[config.mk]
export PLATFORM = sky130hd
export DESIGN_NAME = arcr_front_flat
export DESIGN_NICKNAME = d
export VERILOG_FILES = /design/src/hdl/arcr_pkg.sv /design/src/hdl/arcr_in_if.sv /design/src/hdl/arcr_front.sv /design/src/flat_wrapper.sv
export SDC_FILE = /design/constraint.sdc
export NUM_CORES = 1
export LEC_CHECK = 0
export BUFFER_PORTS_ARGS = -buffer_cell sky130_fd_sc_hd__clkbuf_2
export CAP_MARGIN = 0
export CORE_ASPECT_RATIO = 1.1
export CORE_MARGIN = 10
export CORE_UTILIZATION = 26
export DETAILED_ROUTE_END_ITERATION = 12
export PLACE_DENSITY_LB_ADDON = 0.05
export RECOVER_POWER = 25
export SYNTH_ARGS = -nofsm -noshare
export SYNTH_HDL_FRONTEND = slang
export SYNTH_SLANG_ARGS = --single-unit
[constraint.sdc]
create_clock -name vclk -period 1.1
set_input_delay 0.055 -clock vclk [all_inputs]
set_output_delay 0.055 -clock vclk [all_outputs]
set_load 0.03 [all_outputs]
[src/hdl/arcr_pkg.sv]
// arcr_pkg: shared types, codes and width helpers of the ARC replacement core
// depends on nothing; every module of the core uses it, the two interfaces do not
package arcr_pkg;

  // default configuration
  localparam int SETS_DEF     = 64;
  localparam int WAYS_DEF     = 16;
  localparam int TAG_BITS_DEF = 48;

  // width of the block_tag field on the input channel
  localparam int TAG_PORT_BITS = 48;

  // entries of the front to back queue
  localparam int QUEUE_DEPTH = 2;

  // operation codes of an input request
  typedef enum logic [1:0] {
    OP_VICTIM = 2'd0,
    OP_FILL   = 2'd1,
    OP_HIT    = 2'd2,
    OP_NONE   = 2'd3
  } op_t;

  // where a victim came from
  typedef enum logic [1:0] {
    SRC_T1       = 2'd0,
    SRC_T2       = 2'd1,
    SRC_INVALID  = 2'd2,
    SRC_FALLBACK = 2'd3
  } src_t;

  // regions of the list memory; the four lists come first so that the low
  // two bits pick their length
  typedef enum logic [2:0] {
    REG_T1   = 3'd0,
    REG_T2   = 3'd1,
    REG_B1   = 3'd2,
    REG_B2   = 3'd3,
    REG_WTAG = 3'd4
  } region_t;

  // what the back does after a list search
  typedef enum logic [1:0] {
    DEC_SEARCH,
    DEC_PUSH,
    DEC_DONE
  } dec_t;

  // back sequencer states
  typedef enum logic [4:0] {
    S_CLR,
    S_IDLE,
    S_META,
    S_DISP,
    S_ORD_RD,
    S_ORD_WT,
    S_TAG_WT,
    S_WTAG,
    S_SRCH_RD,
    S_SRCH_CMP,
    S_DEL_RD,
    S_DEL_WR,
    S_DECIDE,
    S_PUSH_RD,
    S_PUSH_WR,
    S_PUSH_HEAD,
    S_DIV_INIT,
    S_DIV,
    S_ADAPT,
    S_DONE
  } back_state_t;

  // classification the front attaches to each request
  typedef struct packed {
    op_t        op;
    logic       way_ok;
    logic       free_found;
    logic [3:0] free_way;
  } item_ctl_t;

  // status from back to front
  typedef struct packed {
    logic clearing;
  } back_stat_t;

  // width helpers
  function automatic int set_bits(input int sets);
    return (sets > 1) ? $clog2(sets) : 1;
  endfunction

  function automatic int idx_bits(input int ways);
    return $clog2(ways);
  endfunction

  function automatic int len_bits(input int ways);
    return $clog2(ways + 1);
  endfunction

  function automatic int tag_width(input int tag_bits);
    return (tag_bits < TAG_PORT_BITS) ? tag_bits : TAG_PORT_BITS;
  endfunction

  function automatic int item_bits(input int sets, input int ways, input int tag_bits);
    return $bits(item_ctl_t) + set_bits(sets) + idx_bits(ways) + tag_width(tag_bits);
  endfunction

endpackage

[src/hdl/arcr_in_if.sv]
// arcr_in_if: request channel of the ARC replacement core
// depends on nothing
interface arcr_in_if;
  logic        valid;
  logic        ready;
  logic [1:0]  operation;
  logic [5:0]  set_index;
  logic [3:0]  way;
  logic [47:0] block_tag;
  logic [15:0] valid_mask;

  modport source (
    output valid, operation, set_index, way, block_tag, valid_mask,
    input  ready
  );
  modport sink (
    input  valid, operation, set_index, way, block_tag, valid_mask,
    output ready
  );
endinterface

[src/hdl/arcr_front.sv]
// arcr_front: accepts requests and classifies them for the back
// depends on arcr_pkg and arcr_in_if
module arcr_front #(
  parameter int SETS     = arcr_pkg::SETS_DEF,
  parameter int WAYS     = arcr_pkg::WAYS_DEF,
  parameter int TAG_BITS = arcr_pkg::TAG_BITS_DEF,
  localparam int SW      = arcr_pkg::set_bits(SETS),
  localparam int WIDX    = arcr_pkg::idx_bits(WAYS),
  localparam int TW      = arcr_pkg::tag_width(TAG_BITS),
  localparam int QW      = arcr_pkg::item_bits(SETS, WAYS, TAG_BITS)
) (
  arcr_in_if.sink              in_ch,
  input  arcr_pkg::back_stat_t stat,
  input  logic                 q_full,
  output logic                 q_push,
  output logic [QW-1:0]        q_data
);

  typedef logic [SW-1:0] set_tab_t [64];

  // set index modulo SETS, worked out at elaboration
  function automatic set_tab_t set_tab_f();
    set_tab_t t;
    for (int i = 0; i < 64; i++) begin
      t[i] = SW'(i % SETS);
    end
    return t;
  endfunction

  localparam set_tab_t SET_TAB = set_tab_f();

  arcr_pkg::item_ctl_t ctl;
  logic [SW-1:0]       set_m;

  // accept while the queue has room and the clearing pass is over
  assign in_ch.ready = !q_full && !stat.clearing;
  assign q_push      = in_ch.valid && in_ch.ready;

  // lowest way whose valid bit is clear
  always_comb begin
    ctl.op         = arcr_pkg::op_t'(in_ch.operation);
    ctl.way_ok     = (32'(in_ch.way) < WAYS);
    ctl.free_found = 1'b0;
    ctl.free_way   = 4'd0;
    for (int i = 15; i >= 0; i--) begin
      if (i < WAYS && !in_ch.valid_mask[i]) begin
        ctl.free_found = 1'b1;
        ctl.free_way   = 4'(i);
      end
    end
  end

  assign set_m  = SET_TAB[in_ch.set_index];
  assign q_data = {ctl, set_m, WIDX'(in_ch.way), TW'(in_ch.block_tag)};

endmodule

[src/flat_wrapper.sv]
// flat-port wrapper written by rule: the top's interface ports become plain ports
module arcr_front_flat 
#(
  parameter int SETS     = arcr_pkg::SETS_DEF,
  parameter int WAYS     = arcr_pkg::WAYS_DEF,
  parameter int TAG_BITS = arcr_pkg::TAG_BITS_DEF,
  localparam int SW      = arcr_pkg::set_bits(SETS),
  localparam int WIDX    = arcr_pkg::idx_bits(WAYS),
  localparam int TW      = arcr_pkg::tag_width(TAG_BITS),
  localparam int QW      = arcr_pkg::item_bits(SETS, WAYS, TAG_BITS)
)
  (stat, q_full, q_push, q_data, in_ch_valid, in_ch_operation, in_ch_set_index, in_ch_way, in_ch_block_tag, in_ch_valid_mask, in_ch_ready);
  arcr_in_if in_ch_i ();
  input  arcr_pkg::back_stat_t stat;
  input  logic q_full;
  output logic q_push;
  output logic [QW-1:0] q_data;
  input wire logic [$bits(in_ch_i.valid)-1:0] in_ch_valid;
  input wire logic [$bits(in_ch_i.operation)-1:0] in_ch_operation;
  input wire logic [$bits(in_ch_i.set_index)-1:0] in_ch_set_index;
  input wire logic [$bits(in_ch_i.way)-1:0] in_ch_way;
  input wire logic [$bits(in_ch_i.block_tag)-1:0] in_ch_block_tag;
  input wire logic [$bits(in_ch_i.valid_mask)-1:0] in_ch_valid_mask;
  output wire logic [$bits(in_ch_i.ready)-1:0] in_ch_ready;
  assign in_ch_i.valid = in_ch_valid;
  assign in_ch_i.operation = in_ch_operation;
  assign in_ch_i.set_index = in_ch_set_index;
  assign in_ch_i.way = in_ch_way;
  assign in_ch_i.block_tag = in_ch_block_tag;
  assign in_ch_i.valid_mask = in_ch_valid_mask;
  assign in_ch_ready = in_ch_i.ready;
  arcr_front #(.SETS(SETS), .WAYS(WAYS), .TAG_BITS(TAG_BITS)) u_core (.in_ch(in_ch_i), .stat(stat), .q_full(q_full), .q_push(q_push), .q_data(q_data));
endmodule
Word level (Yosys, flattened, before mapping):

Memory sizes are Yosys's and may differ from the RTL's.
Cells that the tools add are included.

* memory bits (writable): 0
* output and inout port bits: 68
* bits in latches: 0
* word-level logic and storage cells: 25
* register bits after elaboration: 0
* memories kept: 1
* bits in read-only memories: 384
* bits of input ports: 79

Memories
* (name not given): depth 64, width 6, rd ports 1, clocked after memory_dff 0, write ports 0, RTL line arcr_front.sv:53 `assign set_m = SET_TAB[in_ch.set_index];`

* multiplexer cells: 18
* add/subtract/negate cells: 0
* shift-type cells: 0
* equality and inequality tests: 0
* reduce and logical (&&, ||, !) cells: 4
* $lt $le $gt $ge: 1
* multipliers: 0
* bitwise operators: 1
* div/mod/pow operators: 0

Operators with widths (number)
* two-way mux 5 bit: 16
* two-way mux 6 bit: 2
* >= comparator 7 bit, second input constant: 1
* NOT 6 -> 7 bit: 1
* logical AND 1 bit: 2
* logical NOT 1 bit: 2

Depth between registers and ports, before layout:

* word-level depth: 16
* depth in mapped cells: 4
* mapped depth without buffers: 4

Worst setup path after synthesis:

OpenSTA, ideal clock, no wires.

* kind: input to output
* start: in in_ch_valid_mask[13]
* end: out q_data[61]
* cell stages on the path: 3
* path slack: 134 ps
* required time: 1045 ps
* data arrival time: 911 ps
* buffers on the path: 0
* cell sequence: nand4_1 -> nor3_1 -> nor3_1

* word-level cells in the longest chain between the ends: 14

Ends and longest elaborated chain
* from (decl): RTL line flat_wrapper.sv:23 `input wire logic [$bits(in_ch_i.valid_mask)-1:0] in_ch_valid_mask;`
* two-way mux 5 bit (14 in a row): RTL line arcr_front.sv:46 `if (i < WAYS && !in_ch.valid_mask[i]) begin`
* to (decl): RTL line flat_wrapper.sv:17 `output logic [QW-1:0] q_data;`

No other way between the ends.

Final worst setup path:

* start: in in_ch_valid_mask[10]
* end: out q_data[58]

* word-level cells in the longest chain between the ends: 11

Ends and longest elaborated chain (RTL line)
* two-way mux 5 bit (11 in a row): arcr_front.sv:46

No other way between the ends.

==> impl_metrics.tcl <==
set metrics [dict create \
    status "completed" \
    min_delay_worst_endpoint "q_data[33]" \
    max_cap_viol_count 0 \
    critPathRequiredTime_ns 1.04 \
    drt-pass1-iter-count 1 \
    antenna_found_initial 0 \
    maxSlewViolCount 0 \
    synthesis.area_um2 636 \
    coreArea_um2 2300 \
    die_h_um 71.9 \
    clockBufferCount 0 \
    start_kind "primary input" \
    nets 142 \
    routabilityCongestion 0.647 \
    worst_slack_ns 0.0636 \
    whs_path_depth 0 \
    vias 403 \
    power.internal_uw 49.2 \
    worst-path-max-fanout 3 \
    grt_pass1_vias 436 \
    die_area_um2 4820 \
    yosys_warnings 0 \
    holdCritStartpoint "in_ch_block_tag[33]" \
    synth_nets 174 \
    p_clk_share_pct 0 \
    fillers 292 \
    fmax_mhz 965 \
    cts_resized 0 \
    io_buffer_count 26 \
    syn_area_per_cell_um2 6.69 \
    io_pins 147 \
    seqPwrFrac_pct 0 \
    period_share_pct 94.2 \
    cellPowerDensity_nw_per_um2 335 \
    antenna_left 0 \
    start_util_pct 27.7 \
    power_leakage_uw 0.000183 \
    ir_drop_mv 0.0719 \
    wl_um 1630 \
    dieWidth_um 67.1 \
    final-seq-area_um2 0 \
    min_path_type "in2out" \
    rsz0062_at_grt "false" \
    hold_buffers 0 \
    first_iter_violations 0 \
    swShare_pct 58.6 \
    design.seq.count 0 \
    finalHoldViolCount 0 \
    post_drt_wl_per_cell_um 18.0 \
    crit_path_end_kind "output port" \
    worstSetupPathType "in2out" \
    dpl.hpwl_um 1500 \
    vias_per_cell 4.43 \
    ys_types 17 \
    setup_viol 0 \
    synth_cells 95 \
    setup_tns_ns 0 \
    combinationalPowerShare_pct 100.0 \
    rows 18 \
    overflow 0 \
    finalCriticalPeriod_ns 1.04 \
    synth_seq_area_share_pct 0 \
    p_sw_uw 69.8 \
    post-route-drc-count 0 \
    grt_first_pass_wirelength_um 2390 \
    num_antenna_cells 0 \
    cp.arrival_ns 0.98 \
    drive_above_1_share_pct 44.3 \
    post-place-ws_ns 0.0295 \
    syn_to_final_growth_pct -44.1 \
    gr-usage-all-layers_pct 6.02 \
    grt_max_degree 6 \
    post_cts.repair.setup_buffers 0 \
]
power by group through the flow:
stage,Clock [µW],Combinational [µW],Sequential [µW]
after CTS,0,120,0
after detailed placement,0,120,0
after global routing,0,133,0
after global placement,0,122,0
final,0,119,0
after floorplan,0,464,0
worst max path at each step:
stage,startpoint,end,slack [ns],depth (start not counted)
floorplan,in_ch_valid_mask[13],q_data[61],0.13,3
global placement,in_ch_valid_mask[14],q_data[58],0.02,6
detailed placement,in_ch_valid_mask[14],q_data[58],0.03,6
CTS,in_ch_valid_mask[14],q_data[58],0.03,6
global route,in_ch_valid_mask[10],q_data[58],0.007,5
finish,in_ch_valid_mask[10],q_data[58],0.06,5
cell usage in the layout (no fill, tap or decap):
cell type  Yosys  routed
nand2_1        5       5
a311o_1        1       1
and4_1         2       2
a21oi_1        2       2
nor2_1         4       4
clkbuf_2       0      25
nand3_1        3       3
o21ai_1        1       1
a31oi_1        1       1
buf_4         61       1
nor2b_1        1       1
nand4_1        3       3
conb_1         1       1
inv_1          3       3
o21ai_0        3       3
nor3_1         2       2
a22o_1         1       1
clkbuf_4       0       1
and2_1         1       1
per-layer routing:
layer | part of all wire (%) | track usage, % | vias up | routed length (µm)
met5 | 0 | 0 | - | 0
met3 | 23 | 4.67 | 26 | 377
met4 | 9.4 | 6.39 | 0 | 154
li1 | - | - | 181 | -
met1 | 34 | 6.16 | 151 | 561
met2 | 33 | 7.17 | 45 | 542
area by class of cell:
| cell class | count | area, µm² | share of cell area [%] |
|---|---|---|---|
| multi-input cells | 31 | 166 | 46.8 |
| repair buffers | 27 | 140 | 39.4 |
| well taps | 30 | 37.5 | 10.6 |
| inverters | 3 | 11.3 | 3.17 |
synth_stat cells:
cell     number  area [µm²]
a31oi_1       1        6.26
nor3_1        2        10.0
and4_1        2        17.5
nand3_1       3        15.0
a311o_1       1        10.0
nor2_1        4        15.0
a22o_1        1        8.76
and2_1        1        6.26
nand2_1       5        18.8
inv_1         3        11.3
a21oi_1       2        10.0
nor2b_1       1        6.26
buf_4        61         458
o21ai_0       3        15.0
nand4_1       3        18.8
conb_1        1        3.75
o21ai_1       1        5.00
worst max-delay path, stage by stage:
cell	delay (ns)
clkbuf_2	0.09
nor2b_1	0.12
a311o_1	0.32
a22o_1	0.21
clkbuf_4	0.18
through the flow:
stage | cell area, µm² | hold slack, ns | total power (µW) | util (%) | std cells
after floorplan | 636 | 0.222 | 464 | - | 95
after global placement | 353 | 0.110 | 122 | 15.4 | 91
after detailed placement | 353 | 0.110 | 120 | 15.4 | 91
after CTS | 353 | 0.110 | 120 | 15.4 | 91
after global routing | 355 | 0.110 | 133 | 15.5 | 91
final | 355 | 0.110 | 119 | 15.5 | 91
cell families (layout without fill, tap and decap cells):
logic type / Yosys count / in the layout / share of synthesized area [%]
buffers and inverters: 64 / 30 / 73.8
and+or+nand+nor: 21 / 21 / 16.9
AOI/OAI and AO/OA: 9 / 9 / 8.66
other: 1 / 1 / 0.590
(Power assumes the default switching activity.)
