## src/hdl/arcr_pkg.sv

```systemverilog
// arcr_pkg: shared types, codes and width helpers of the ARC replacement core
// depends on nothing; every module of the core uses it, the two interfaces do not
package arcr_pkg;

  // default configuration
  localparam int SETS_DEF     = 64;
  localparam int WAYS_DEF     = 16;
  localparam int TAG_BITS_DEF = 48;

  // width of the block_tag field on the input channel
  localparam int TAG_PORT_BITS = 48;

  // entries of the front to back queue
  localparam int QUEUE_DEPTH = 2;

  // operation codes of an input request
  typedef enum logic [1:0] {
    OP_VICTIM = 2'd0,
    OP_FILL   = 2'd1,
    OP_HIT    = 2'd2,
    OP_NONE   = 2'd3
  } op_t;

  // where a victim came from
  typedef enum logic [1:0] {
    SRC_T1       = 2'd0,
    SRC_T2       = 2'd1,
    SRC_INVALID  = 2'd2,
    SRC_FALLBACK = 2'd3
  } src_t;

  // regions of the list memory; the four lists come first so that the low
  // two bits pick their length
  typedef enum logic [2:0] {
    REG_T1   = 3'd0,
    REG_T2   = 3'd1,
    REG_B1   = 3'd2,
    REG_B2   = 3'd3,
    REG_WTAG = 3'd4
  } region_t;

  // what the back does after a list search
  typedef enum logic [1:0] {
    DEC_SEARCH,
    DEC_PUSH,
    DEC_DONE
  } dec_t;

  // back sequencer states
  typedef enum logic [4:0] {
    S_CLR,
    S_IDLE,
    S_META,
    S_DISP,
    S_ORD_RD,
    S_ORD_WT,
    S_TAG_WT,
    S_WTAG,
    S_SRCH_RD,
    S_SRCH_CMP,
    S_DEL_RD,
    S_DEL_WR,
    S_DECIDE,
    S_PUSH_RD,
    S_PUSH_WR,
    S_PUSH_HEAD,
    S_DIV_INIT,
    S_DIV,
    S_ADAPT,
    S_DONE
  } back_state_t;

  // classification the front attaches to each request
  typedef struct packed {
    op_t        op;
    logic       way_ok;
    logic       free_found;
    logic [3:0] free_way;
  } item_ctl_t;

  // status from back to front
  typedef struct packed {
    logic clearing;
  } back_stat_t;

  // width helpers
  function automatic int set_bits(input int sets);
    return (sets > 1) ? $clog2(sets) : 1;
  endfunction

  function automatic int idx_bits(input int ways);
    return $clog2(ways);
  endfunction

  function automatic int len_bits(input int ways);
    return $clog2(ways + 1);
  endfunction

  function automatic int tag_width(input int tag_bits);
    return (tag_bits < TAG_PORT_BITS) ? tag_bits : TAG_PORT_BITS;
  endfunction

  function automatic int item_bits(input int sets, input int ways, input int tag_bits);
    return $bits(item_ctl_t) + set_bits(sets) + idx_bits(ways) + tag_width(tag_bits);
  endfunction

endpackage

```

## src/hdl/arcr_queue.sv

```systemverilog
// arcr_queue: short queue of classified requests between front and back
// depends on arcr_pkg
module arcr_queue #(
  parameter int W   = 8,
  localparam int QAW = $clog2(arcr_pkg::QUEUE_DEPTH),
  localparam int QCW = $clog2(arcr_pkg::QUEUE_DEPTH + 1)
) (
  input  logic         clk,
  input  logic         rst_n,
  input  logic         push,
  input  logic [W-1:0] push_data,
  input  logic         pop,
  output logic [W-1:0] head,
  output logic         empty,
  output logic         full
);

  logic [W-1:0]   ent_r [arcr_pkg::QUEUE_DEPTH];
  logic [QAW-1:0] wp_r, wp_nxt, rp_r, rp_nxt;
  logic [QCW-1:0] cnt_r, cnt_nxt;

  assign empty = (cnt_r == '0);
  assign full  = (cnt_r == QCW'(arcr_pkg::QUEUE_DEPTH));
  assign head  = ent_r[rp_r];

  // pointer and count update
  always_comb begin
    wp_nxt  = wp_r;
    rp_nxt  = rp_r;
    cnt_nxt = cnt_r;
    if (push) begin
      wp_nxt = (wp_r == QAW'(arcr_pkg::QUEUE_DEPTH - 1)) ? '0 : wp_r + 1'b1;
    end
    if (pop) begin
      rp_nxt = (rp_r == QAW'(arcr_pkg::QUEUE_DEPTH - 1)) ? '0 : rp_r + 1'b1;
    end
    if (push && !pop) begin
      cnt_nxt = cnt_r + 1'b1;
    end else if (pop && !push) begin
      cnt_nxt = cnt_r - 1'b1;
    end
  end

  always_ff @(posedge clk) begin
    if (!rst_n) begin
      wp_r  <= '0;
      rp_r  <= '0;
      cnt_r <= '0;
    end else begin
      wp_r  <= wp_nxt;
      rp_r  <= rp_nxt;
      cnt_r <= cnt_nxt;
    end
  end

  // entry storage
  always_ff @(posedge clk) begin
    if (push) begin
      ent_r[wp_r] <= push_data;
    end
  end

endmodule

```

## config.mk

```make
export PLATFORM = sky130hd
export DESIGN_NAME = arcr_queue
export DESIGN_NICKNAME = d
export VERILOG_FILES = /design/src/hdl/arcr_pkg.sv /design/src/hdl/arcr_queue.sv
export SDC_FILE = /design/constraint.sdc
export NUM_CORES = 1
export LEC_CHECK = 0
export BUFFER_PORTS_ARGS = -buffer_cell sky130_fd_sc_hd__clkbuf_2
export CAP_MARGIN = 5
export CORE_AREA = 10 10 52 54
export DETAILED_ROUTE_END_ITERATION = 16
export DIE_AREA = 0 0 62 64
export PLACE_DENSITY = 0.72
export SLEW_MARGIN = 15
export SYNTH_ARGS = -nofsm -noshare
export SYNTH_HDL_FRONTEND = slang
export SYNTH_SLANG_ARGS = --single-unit
```

## constraint.sdc

```tcl
create_clock -name clk -period 1.6 [get_ports clk]
set_input_delay 0.48 -clock clk [delete_from_list [all_inputs] [get_ports clk]]
set_output_delay 0.48 -clock clk [all_outputs]
set_load 0.02 [all_outputs]
```

# Word-level counts from Yosys, hierarchy flattened
# Memories as Yosys holds them, arrays and structs flattened. A register that Yosys moved wholly into a read port is not among the register bits.
# Index checks and enable logic that the tools add are counted.
classes:
  muxes: 8
  eq_ne: 1
  add_sub_neg: 4
  n_reduce_logical: 6
ops:
  columns: ["cell", "count"]
  rows:
  - ["1-bit two-way mux", 6]
  - ["2-bit two-way mux", 2]
  - ["1-bit adder, second input constant", 2]
  - ["2-bit by 1-bit adder with 2-bit output, second input constant", 1]
  - ["2-bit == test, second input constant", 1]
  - ["1-bit logical AND", 2]
  - ["1-bit zero test", 2]
  - ["2-bit zero test", 1]
  - ["2-bit nonzero test", 1]
  - ["2-bit by 1-bit subtractor with 2-bit output, second input constant", 1]
totals:
  ram_bits: 16
  elab_cells: 23
  mem_count: 1
  regBits: 4
  input_bits: 12
mem_list:
  columns: ["memory", "words", "word_bits", "read_ports", "rd_clocked_by_memory_dff", "wr", "line", "rtl"]
  rows:
  - ["ent_r", 2, 8, 1, 1, 1, "arcr_queue.sv:18", "logic [W-1:0] ent_r [arcr_pkg::QUEUE_DEPTH];"]

# Longest topological paths before layout
# Gate-level depths: netlist of run 1.
depth:
  depth_word: 4
  ltp_mapped: 5
  mapped_depth_nobuf: 5

# Worst setup path after synthesis of run 1
# No wires, ideal clock.
synth_timing:
  path_type: "input port to flip-flop"
  start: "input port pop"
  end: "register cnt_r[1]"
  required_time_ps: 1530
  setup_time_ps: 70
  arrival_time_ps: 1278
  cell_stages: 4
  path_slack_ps: 252
  path_cell_list: "inv_1 ha_1 or3_1 a21boi_1"
synth_between:
  elab_chain_cells: 3
  elab_cells_between_ends: 5
  classes_between: "1 x mux; 4 x reduce/logical"
synth_lines:
  columns: ["element", "line", "rtl"]
  rows:
  - ["start, declared", "arcr_queue.sv:12", "input logic pop,"]
  - ["1-bit zero test", "arcr_queue.sv:37", "if (push && !pop) begin"]
  - ["1-bit logical AND", "arcr_queue.sv:37", null]
  - ["2-bit two-way mux / 2-bit nonzero test (equally long branches)", null, null]
  - ["end signal, assigned", "arcr_queue.sv:52", "cnt_r <= cnt_nxt;"]
  - ["end, declared", "arcr_queue.sv:20", "logic [QCW-1:0] cnt_r, cnt_nxt;"]
# Parallel ways exist; a longest one is shown, timed or not.
# A chain may end at the register's enable or synchronous reset.

==> flow_summary.rst, run 1 <==
.. list-table::
   :header-rows: 1

   * - Metric
     - Value
   * - Reg2reg end
     - ent_r[1][0]
   * - GRT Util Overall
     - 0.0790
   * - Ant diodes
     - 0
   * - Vias per inst
     - 4.66
   * - Via count of the first global-routing pass
     - 499
   * - CTS root buf
     - sky130_fd_sc_hd__clkbuf_4
   * - Final setup violating endpoints
     - 8
   * - Count of cell types in the netlist
     - 16
   * - CTS tree
     - done
   * - Relative area change from synthesis to final layout
     - 37.5%
   * - Instance count along the most critical hold path
     - 1
   * - Hold Buf Count CTS
     - 0
   * - Maximum root-to-sink buffer count
     - 2
   * - Maximum resistive drop on vdd
     - 0.706 mV
   * - Share of post-route cells with drive strength above 1
     - 0.507
   * - Boundary Pins
     - 22
   * - Wire length of the first global-routing pass
     - 2280 microns
   * - Kind of end point of the critical path
     - output port
   * - Fraction of the yosys area taken by sequential cells
     - 0.731
   * - Grt met1 use
     - 0.0828
   * - Total leakage power
     - 0.452 nW
   * - Slew Viols, Final
     - 0
   * - Asr flop ratio synth
     - 0
   * - Fin Setup TNS
     - -0.763 ns
   * - Post-layout minimum cycle time
     - 1.70 ns
   * - Via Count
     - 457
   * - Worst slew margin relative to its limit
     - 0.748
   * - RSZ-0062 raised after global routing
     - true
   * - Max Cap Viol
     - 0
   * - Number of enable flip-flop cells after synthesis
     - 16
   * - Post-synthesis instance area
     - 795 sq um
   * - Weighted congestion at the end of routability-driven global placement
     - 0.627
   * - Number of placed instances with taps included
     - 94
   * - Max frequency
     - 589 MHz
   * - Number of storage elements in the synthesis netlist
     - 21
   * - Final count of hold timing violations
     - 0
   * - Path category of the worst min-delay check
     - primary input to flip-flop
   * - Syn_nets
     - 60
   * - Post-DRT Antenna Nets
     - 0
   * - Final routed wirelength across all metal layers
     - 1400 microns
   * - Worst-skew pair later-pin latency
     - 0.29 ns
   * - Startpoint Class
     - flip-flop
   * - Post-layout instance count excluding filler cells
     - 98
   * - DIE WIDTH
     - 62 microns
   * - Total congestion overflow after global routing
     - 0
   * - Beginning of the worst register-to-register path
     - wp_r
   * - Number of antenna violations at the first check in global routing
     - 0
   * - Number of clock buffers inserted by TritonCTS
     - 3
   * - Placement Rows
     - 15
   * - GR Util met3
     - 0.0316
   * - Worst setup path class
     - flip-flop to output port
   * - Period utilization
     - 1.06
   * - Number of violations reported at the end of detailed-routing iteration 0
     - 10
   * - Startpoint of the worst hold path
     - push_data[5]
   * - Die outline area
     - 3970 sq um
   * - Most used routing layer
     - met2
   * - Placeable core area
     - 1710 sq um
   * - Number of port buffers
     - 21
   * - Primary flip-flop cell chosen by synthesis mapping
     - sky130_fd_sc_hd__edfxtp_1
   * - Final Net Count
     - 87
   * - Pre-Repair DR Iteration Count
     - 2
   * - Area occupied by multi-input gates
     - 235 sq um
   * - Tightest Pin Transition
     - 0.378 ns
   * - Routed len/inst
     - 14.2 microns
   * - Total power density per cell area
     - 1030 nW/um^2
   * - Final Skew
     - 0.000769 ns
   * - Data required time of the worst path
     - 1.12 ns
   * - Pin count of the biggest net entering global routing
     - 12
   * - Data arrival time of the critical path
     - 1.22 ns
   * - Minimum setup slack among reg-to-reg paths
     - 0.56 ns
   * - Setup slack at placement
     - 0.0758 ns
   * - Grt met2 use
     - 0.126
   * - Register area
     - 583 sq um
   * - Die Span Y
     - 64 microns
   * - End of the worst hold path
     - ent_r[0][5]
   * - Synthesis warning total
     - 0
   * - Clock tree sinks
     - 21
   * - Violations in the final reports
     - negative setup slack
   * - Syn avg cell area
     - 16.9 sq um
   * - Filler Cell Count
     - 135
   * - Result of the run
     - complete, but fails checks
   * - Final routed DRC violation total
     - 0
   * - Number of H-tree levels
     - 1
   * - Cells on worst reg2reg path
     - 1
   * - Maximum fanout along the worst path
     - 8
   * - Starting density of the core
     - 0.465
   * - Clock transition at the registers of the reported paths
     - 0.10 ns
   * - Post-Synthesis Cells
     - 47
   * - Setup ws final
     - -0.0973 ns
## final cells by class
cell class | instances | area share
inverter | 1 | 0.00344
timing repair buffer | 23 | 0.195
clock buffer | 4 | 0.0241
multi-input combinational | 24 | 0.215
tap | 25 | 0.0286
sequential | 21 | 0.534
## worst max-delay path by stage
stage,end,slack (ns),cells after the start
2_1_floorplan,cnt_r[1],0.25,4
3_3_place_gp,cnt_r[1],0.13,5
3_5_place_dp,cnt_r[1],0.08,5
4_1_cts,head[3],-0.13,3
5_1_grt,head[6],-0.16,3
6_report,head[3],-0.1,3
## cells in the mapped netlist (2+ instances only)
cell type	instances	area (sq um)
sky130_fd_sc_hd__edfxtp_1	16	480
sky130_fd_sc_hd__and2_1	4	25.0
sky130_fd_sc_hd__dfxtp_1	5	100
sky130_fd_sc_hd__mux2_2	8	90.1
sky130_fd_sc_hd__nor2b_1	2	12.5
sky130_fd_sc_hd__xor2_1	2	17.5
## critical path, stage by stage, from the launching register on
cell                      delay (ns)
sky130_fd_sc_hd__dfxtp_2        0.35
sky130_fd_sc_hd__buf_12         0.13
sky130_fd_sc_hd__mux2_4         0.31
sky130_fd_sc_hd__buf_8          0.13
## stage by stage
stage	power (mW)	instance area (sq um)	utilization	hold slack, ns
after global routing	1.19	1090	0.640	0.346
after CTS	1.13	1080	0.633	0.359
after global placement	0.833	953	0.558	0.484
final	1.13	1090	0.640	0.371
after floorplan	0.764	795	-	0.466
after detailed placement	0.841	953	0.558	0.527
## cells by family (layout without fill, tap and decap cells)
kind of cell             Yosys count  in the layout  share of synthesized area
buffers and inverters              2             28                     0.0110
adder cells (fa/ha/maj)            1              1                     0.0157
multiplexers                       8              8                      0.113
AO/OA/AOI/OAI                      3              3                     0.0252
AND/OR/NAND/NOR                    9              9                     0.0709
XOR/XNOR                           3              3                     0.0331
flip-flops                        21             21                      0.731
## layer usage
layer  vias to the layer above  wire, microns
li1                        223              -
met1                       219            509
met2                        13            757
met3                         2            109
met4                         0             18
met5                         -              0
## placed cells by master (no fill, tap or decap)
cell type	n
sky130_fd_sc_hd__buf_4	1
sky130_fd_sc_hd__clkbuf_4	3
sky130_fd_sc_hd__dfxtp_1	3
sky130_fd_sc_hd__xor2_1	2
sky130_fd_sc_hd__clkbuf_2	13
sky130_fd_sc_hd__xnor2_1	1
sky130_fd_sc_hd__o21ai_0	1
sky130_fd_sc_hd__edfxtp_1	16
sky130_fd_sc_hd__dfxtp_2	2
sky130_fd_sc_hd__buf_8	8
sky130_fd_sc_hd__and2b_2	1
sky130_fd_sc_hd__and2_1	4
sky130_fd_sc_hd__mux2_4	8
sky130_fd_sc_hd__buf_12	1
sky130_fd_sc_hd__nor2_1	1
sky130_fd_sc_hd__or3_1	1
sky130_fd_sc_hd__ha_1	1
sky130_fd_sc_hd__inv_1	1
sky130_fd_sc_hd__nor2b_1	2
sky130_fd_sc_hd__o21a_1	1
sky130_fd_sc_hd__clkbuf_1	1
sky130_fd_sc_hd__a21boi_1	1
## state kept, by name, indices dropped and copies added, names as in the netlist, named ones only
signal	flops
rp_r	1
wp_r	1
ent_r	16
cnt_r	2
## power breakdown
part	switching [mW]	internal (mW)
Clock	0.142	0.0969
Sequential	0.0172	0.625
Combinational	0.109	0.138
## timing repair
action                     in CTS  in global routing
pin swaps                       0                  0
cloned                          0                  0
setup buffers                   0                  0
gates resized for setup        25                  9
setup endpoints to repair       8                  9
Note: power is estimated with default switching activity, not from simulation.
==> run 2, diff against run 1 <==
==> config.mk (replaced) <==
export PLATFORM = sky130hd
export DESIGN_NAME = arcr_queue
export DESIGN_NICKNAME = d
export VERILOG_FILES = /design/src/hdl/arcr_pkg.sv /design/src/hdl/arcr_queue.sv
export SDC_FILE = /design/constraint.sdc
export NUM_CORES = 1
export LEC_CHECK = 0
export CAP_MARGIN = 5
export CORE_AREA = 10 10 49 51
export DETAILED_ROUTE_END_ITERATION = 16
export DIE_AREA = 0 0 59 61
export DONT_BUFFER_PORTS = 1
export PLACE_DENSITY = 0.69
export SLEW_MARGIN = 15
export SYNTH_ARGS = -nofsm -noshare
export SYNTH_HDL_FRONTEND = slang
export SYNTH_SLANG_ARGS = --single-unit
==> flow_summary.rst, run 2 (synthesis results as in run 1) <==
.. list-table::
   :header-rows: 1

   * - Metric
     - Value
   * - Result of the run
     - completed
   * - Grt met2 use
     - 0.119
   * - Largest incremental delay on the critical path
     - 0.45 ns
   * - Number of antenna violations at the first check in global routing
     - 0
   * - Clock tree sinks
     - 21
   * - Most used routing layer
     - met2
   * - Setup slack at placement
     - 0.174 ns
   * - Number of port buffers
     - 0
   * - Data arrival time of the critical path
     - 1.10 ns
   * - Most common cell after layout, fill and taps aside
     - sky130_fd_sc_hd__edfxtp_1
   * - Final Net Count
     - 66
   * - Most used cells in the layout excluding fill and tap cells
     - 16 x sky130_fd_sc_hd__edfxtp_1, 8 x sky130_fd_sc_hd__mux2_4, 4 x sky130_fd_sc_hd__and2_1, 4 x sky130_fd_sc_hd__dfxtp_1, 3 x sky130_fd_sc_hd__clkbuf_4
   * - Final count of hold timing violations
     - 0
   * - Maximum fanout along the worst path
     - 8
   * - Register area
     - 584 sq um
   * - Wire length of the first global-routing pass
     - 2020 microns
   * - Post-DRT Antenna Nets
     - 0
   * - Die Span Y
     - 61 microns
   * - Clk pwr share
     - 0.231
   * - Final routed wirelength across all metal layers
     - 1260 microns
   * - Largest register by flop count
     - ent_r
   * - CP bufs+invs
     - 0
   * - Via count of the first global-routing pass
     - 394
   * - Kind of end point of the critical path
     - output port
   * - Setup Fix Bufs, Post-CTS
     - 0
   * - Path category of the worst min-delay check
     - primary input to flip-flop
   * - Placement Rows
     - 14
   * - Clock transition at the registers of the reported paths
     - 0.11 ns
   * - Number of H-tree levels
     - 1
   * - CTS tree
     - done
   * - Starting density of the core
     - 0.540
   * - Final setup violating endpoints
     - 0
   * - Reg power frac
     - 0.631
   * - Post-layout minimum cycle time
     - 1.58 ns
   * - Design Power
     - 1.03 mW
   * - Fraction of power consumed by combinational cells
     - 0.138
   * - Share of post-route cells with drive strength above 1
     - 0.308
   * - Finished Cell Area
     - 886 sq um
   * - CTS root buf
     - sky130_fd_sc_hd__clkbuf_4
   * - Final Util
     - 0.602
   * - Slowest cell on the critical path
     - sky130_fd_sc_hd__dfxtp_4
   * - Slew Viols, Final
     - 0
   * - Routed len/inst
     - 18.5 microns
   * - Worst path cell trace
     - mux2_4
   * - Top Registers
     - ent_r x16, cnt_r x2
   * - Filler Cell Count
     - 119
   * - Worst slew margin relative to its limit
     - 0.740
   * - RSZ-0062 raised after global routing
     - true
   * - Total congestion overflow after global routing
     - 0
   * - DIE WIDTH
     - 59 microns
   * - Relative area change from synthesis to final layout
     - 11.5%
   * - Weighted congestion at the end of routability-driven global placement
     - 0.607
   * - Data required time of the worst path
     - 1.12 ns
   * - GRT Util Overall
     - 0.0766
   * - Max Cap Viol
     - 0
   * - Final Skew
     - 0.00159 ns
   * - Number of clock buffers inserted by TritonCTS
     - 3
   * - Total power density per cell area
     - 1160 nW/um^2
   * - Ant diodes
     - 0
   * - Maximum root-to-sink buffer count
     - 2
   * - Max frequency
     - 632 MHz
   * - Vias per inst
     - 5.35
   * - Setup ws final
     - 0.0188 ns
   * - Maximum resistive drop on vdd
     - 0.646 mV
   * - Hpwl dp
     - 973 microns
   * - Area occupied by multi-input gates
     - 235 sq um
   * - Crit-path leading delay family
     - flip-flops
   * - Boundary Pins
     - 22
   * - Post-layout instance count excluding filler cells
     - 68
   * - Grt met1 use
     - 0.0869
   * - Net Sw Frac
     - 0.240
   * - Number of violations reported at the end of detailed-routing iteration 0
     - 5
   * - Largest register FFs
     - 16
   * - Standard cell area after detailed placement
     - 825 sq um
   * - Number of placed instances with taps included
     - 64
   * - Total leakage power
     - 0.337 nW
   * - Period utilization
     - 0.988
   * - Pre-Repair DR Iteration Count
     - 3
   * - Final routed DRC violation total
     - 0
   * - Placeable core area
     - 1470 sq um
   * - Worst setup path class
     - flip-flop to output port
   * - Pin count of the biggest net entering global routing
     - 13
   * - Tightest Pin Transition
     - 0.389 ns
   * - Switching pwr
     - 0.247 mW
   * - Startpoint Class
     - flip-flop
   * - Worst-skew pair later-pin latency
     - 0.29 ns
   * - Internal Dissipation
     - 0.783 mW
   * - GR Util met3
     - 0.0292
   * - Die outline area
     - 3600 sq um
   * - Via Count
     - 364
run 2: cell count changes in the layout (fill, tap and decap cells not counted), sizes merged:
cell    delta
clkbuf    -14
buf        -8
clkinv     +1
run 2: routing by layer:
layer | part of all wire | wire length (microns)
met1 | 0.37 | 470
met4 | 0.0064 | 8
met5 | 0 | 0
met2 | 0.55 | 692
met3 | 0.068 | 86
run 2: worst paths after layout:
| path | from | to | slack [ns] | cells after the start |
|---|---|---|---|---|
| setup / recovery | flip-flop | head[0] | 0.02 | 1 |
| hold / removal | push_data[6] | ent_r[1][6] | 0.28 | 0 |
| setup reg to reg | cnt_r[0] | cnt_r[1] | 0.54 | 3 |
| hold reg to reg | cnt_r[1] | cnt_r[1] | 0.51 | 2 |
run 2: what timing repair did:
action / 4_1_cts / 5_1_grt
cloned: 0 / 0
endpoints found under the setup margin: 8 / 8
hold buffers: 0 / 0
pin swaps: 0 / 0
gates resized for setup: 2 / 8
run 2: layout make-up:
class	count	area share
sequential	21	0.660
multi-input combinational	24	0.266
clock buffer	3	0.0254
tap	16	0.0226
timing repair buffer	2	0.0169
clock inverter	1	0.00565
inverter	1	0.00424
run 2: metrics by stage:
stage                     setup TNS, ns  hold WS, ns
after floorplan                       0        0.466
after global placement                0        0.479
after detailed placement              0        0.495
after CTS                        -0.127        0.263
after global routing             -0.297        0.250
final                                 0        0.275
run 2: power groups by stage:
stage	sequential (mW)	combinational, mW	clock [mW]
3_5_place_dp	0.658	0.132	0
3_3_place_gp	0.656	0.126	0
6_report	0.650	0.143	0.238
5_1_grt	0.657	0.153	0.275
4_1_cts	0.646	0.134	0.249
2_1_floorplan	0.647	0.117	0
==> run 3, diff against run 2 <==
--- a/config.mk
+++ b/config.mk
@@ -10,7 +10,7 @@
 export DETAILED_ROUTE_END_ITERATION = 16
 export DIE_AREA = 0 0 59 61
 export DONT_BUFFER_PORTS = 1
-export PLACE_DENSITY = 0.69
+export PLACE_DENSITY = 0.8
 export SLEW_MARGIN = 15
 export SYNTH_ARGS = -nofsm -noshare
 export SYNTH_HDL_FRONTEND = slang
==> flow_summary.rst, run 3 (synthesis results as in run 1) <==
.. list-table::
   :header-rows: 1

   * - Metric
     - Value
   * - Top Registers
     - ent_r x16, cnt_r x2
   * - CP bufs+invs
     - 0
   * - Largest register by flop count
     - ent_r
   * - Final count of hold timing violations
     - 0
   * - Worst setup path class
     - flip-flop to output port
   * - Ant diodes
     - 0
   * - Instance count along the most critical hold path
     - 0
   * - Kind of end point of the critical path
     - output port
   * - RSZ-0062 raised after global routing
     - true
   * - Number of antenna violations at the first check in global routing
     - 0
   * - Max Cap Viol
     - 0
   * - Final routed wirelength across all metal layers
     - 1190 microns
   * - Worst-skew pair later-pin latency
     - 0.29 ns
   * - Number of H-tree levels
     - 1
   * - Most used cells in the layout excluding fill and tap cells
     - 16 x sky130_fd_sc_hd__edfxtp_1, 8 x sky130_fd_sc_hd__mux2_2, 4 x sky130_fd_sc_hd__and2_1, 4 x sky130_fd_sc_hd__dfxtp_1, 3 x sky130_fd_sc_hd__clkbuf_4
   * - Number of violations reported at the end of detailed-routing iteration 0
     - 9
   * - Crit-path leading delay family
     - flip-flops
   * - Total congestion overflow after global routing
     - 0
   * - Post-layout minimum cycle time
     - 1.60 ns
   * - GRT Util Overall
     - 0.0715
   * - Via count of the first global-routing pass
     - 408
   * - Relative area change from synthesis to final layout
     - 6.77%
   * - Total leakage power
     - 0.302 nW
   * - CTS tree
     - done
   * - Hold Buf Count CTS
     - 0
   * - Pre-Repair DR Iteration Count
     - 4
   * - Data required time of the worst path
     - 1.12 ns
   * - Number of clock buffers inserted by TritonCTS
     - 3
   * - Maximum fanout along the worst path
     - 8
   * - Number of port buffers
     - 0
   * - Pin count of the biggest net entering global routing
     - 13
   * - Setup Fix Bufs, Post-CTS
     - 0
   * - Number of cells on the critical path
     - 1
   * - Slew Viols, Final
     - 0
   * - CTS root buf
     - sky130_fd_sc_hd__clkbuf_4
   * - Wire length of the first global-routing pass
     - 1930 microns
   * - Reg2reg end
     - cnt_r[1]
   * - Starting density of the core
     - 0.540
   * - Final setup violating endpoints
     - 0
   * - Slowest cell on the critical path
     - sky130_fd_sc_hd__dfxtp_4
   * - Maximum root-to-sink buffer count
     - 2
   * - Minimum setup slack among reg-to-reg paths
     - 0.56 ns
   * - Maximum resistive drop on vdd
     - 0.803 mV
   * - Die Span Y
     - 61 microns
   * - Via Count
     - 358
   * - Worst slew margin relative to its limit
     - 0.744
   * - Final Util
     - 0.577
   * - Placement Rows
     - 14
   * - Final Net Count
     - 65
   * - Weighted congestion at the end of routability-driven global placement
     - 0.603
   * - Share of post-route cells with drive strength above 1
     - 0.294
   * - Routed len/inst
     - 17.7 microns
   * - Final routed DRC violation total
     - 0
   * - DIE WIDTH
     - 59 microns
   * - Largest incremental delay on the critical path
     - 0.42 ns
   * - Data arrival time of the critical path
     - 1.12 ns
   * - Clock tree sinks
     - 21
   * - Startpoint Class
     - flip-flop
   * - Period utilization
     - 1.00
   * - Path category of the worst min-delay check
     - primary input to flip-flop
   * - Cells on worst reg2reg path
     - 3
   * - Post-DRT Antenna Nets
     - 0
   * - End of the worst hold path
     - ent_r[0][6]
   * - Final Skew
     - 0.00163 ns
   * - Startpoint of the worst hold path
     - push_data[6]
   * - Placeable core area
     - 1470 sq um
   * - Total power density per cell area
     - 1190 nW/um^2
   * - Result of the run
     - completed
   * - Largest register FFs
     - 16
   * - Vias per inst
     - 5.34
   * - Clock transition at the registers of the reported paths
     - 0.11 ns
   * - Beginning of the worst register-to-register path
     - cnt_r[0]
   * - Most common cell after layout, fill and taps aside
     - sky130_fd_sc_hd__edfxtp_1
   * - Tightest Pin Transition
     - 0.382 ns
   * - Design Power
     - 1.01 mW
   * - Boundary Pins
     - 22
   * - Die outline area
     - 3600 sq um
   * - Max frequency
     - 625 MHz
   * - Worst path cell trace
     - mux2_2
run 3: cell types whose count changed in the layout (fill, tap and decap cells not counted):
| cell | before | now |
|---|---|---|
| sky130_fd_sc_hd__buf_4 | 2 | 1 |
| sky130_fd_sc_hd__mux2_2 | 0 | 8 |
| sky130_fd_sc_hd__mux2_4 | 8 | 0 |
run 3: stage by stage:
stage               area [sq um]  cells  hold slack [ns]  worst slack [ns]  setup TNS, ns
floorplan                    795     47            0.466             0.252              0
global placement             817     63            0.478             0.160              0
detailed placement           817     63            0.503             0.158              0
CTS                          848     67            0.262           -0.0260         -0.178
global route                 848     67            0.246           -0.0561         -0.421
finish                       848     67            0.274          0.000465              0
run 3: power by group:
part	switching [mW]	internal (mW)
Sequential	0.0209	0.624
Combinational	0.0718	0.0502
Clock	0.149	0.0929
Total	0.242	0.768
run 3: worst max-delay path by stage:
stage	to	slack (ns)	startpoint
after floorplan	cnt_r[1]	0.25	pop
final	head[5]	0.0005	flip-flop
after CTS	head[5]	-0.03	flip-flop
after detailed placement	head[5]	0.16	flip-flop
after global routing	head[3]	-0.06	flip-flop
after global placement	head[5]	0.16	flip-flop
run 3: metal layers:
metal / track usage / routed length, microns / vias up
met5: 0 / 0 / -
li1: - / - / 175
met3: 0.0418 / 163 / 2
met2: 0.117 / 588 / 14
met1: 0.0661 / 423 / 167
met4: 0.0492 / 9 / 0
run 3: timing repair:
action,in CTS,in global routing
pin swaps,0,0
setup endpoints to repair,8,8
resized for setup,2,0
cloned,0,0
run 3: layout make-up:
cell class,count,area [sq um]
multi-input combinational,24,205
tap,16,20.0
sequential,21,584
inverter,1,3.75
fill,126,623
timing repair buffer,1,7.51
clock inverter,1,5.00
clock buffer,3,22.5
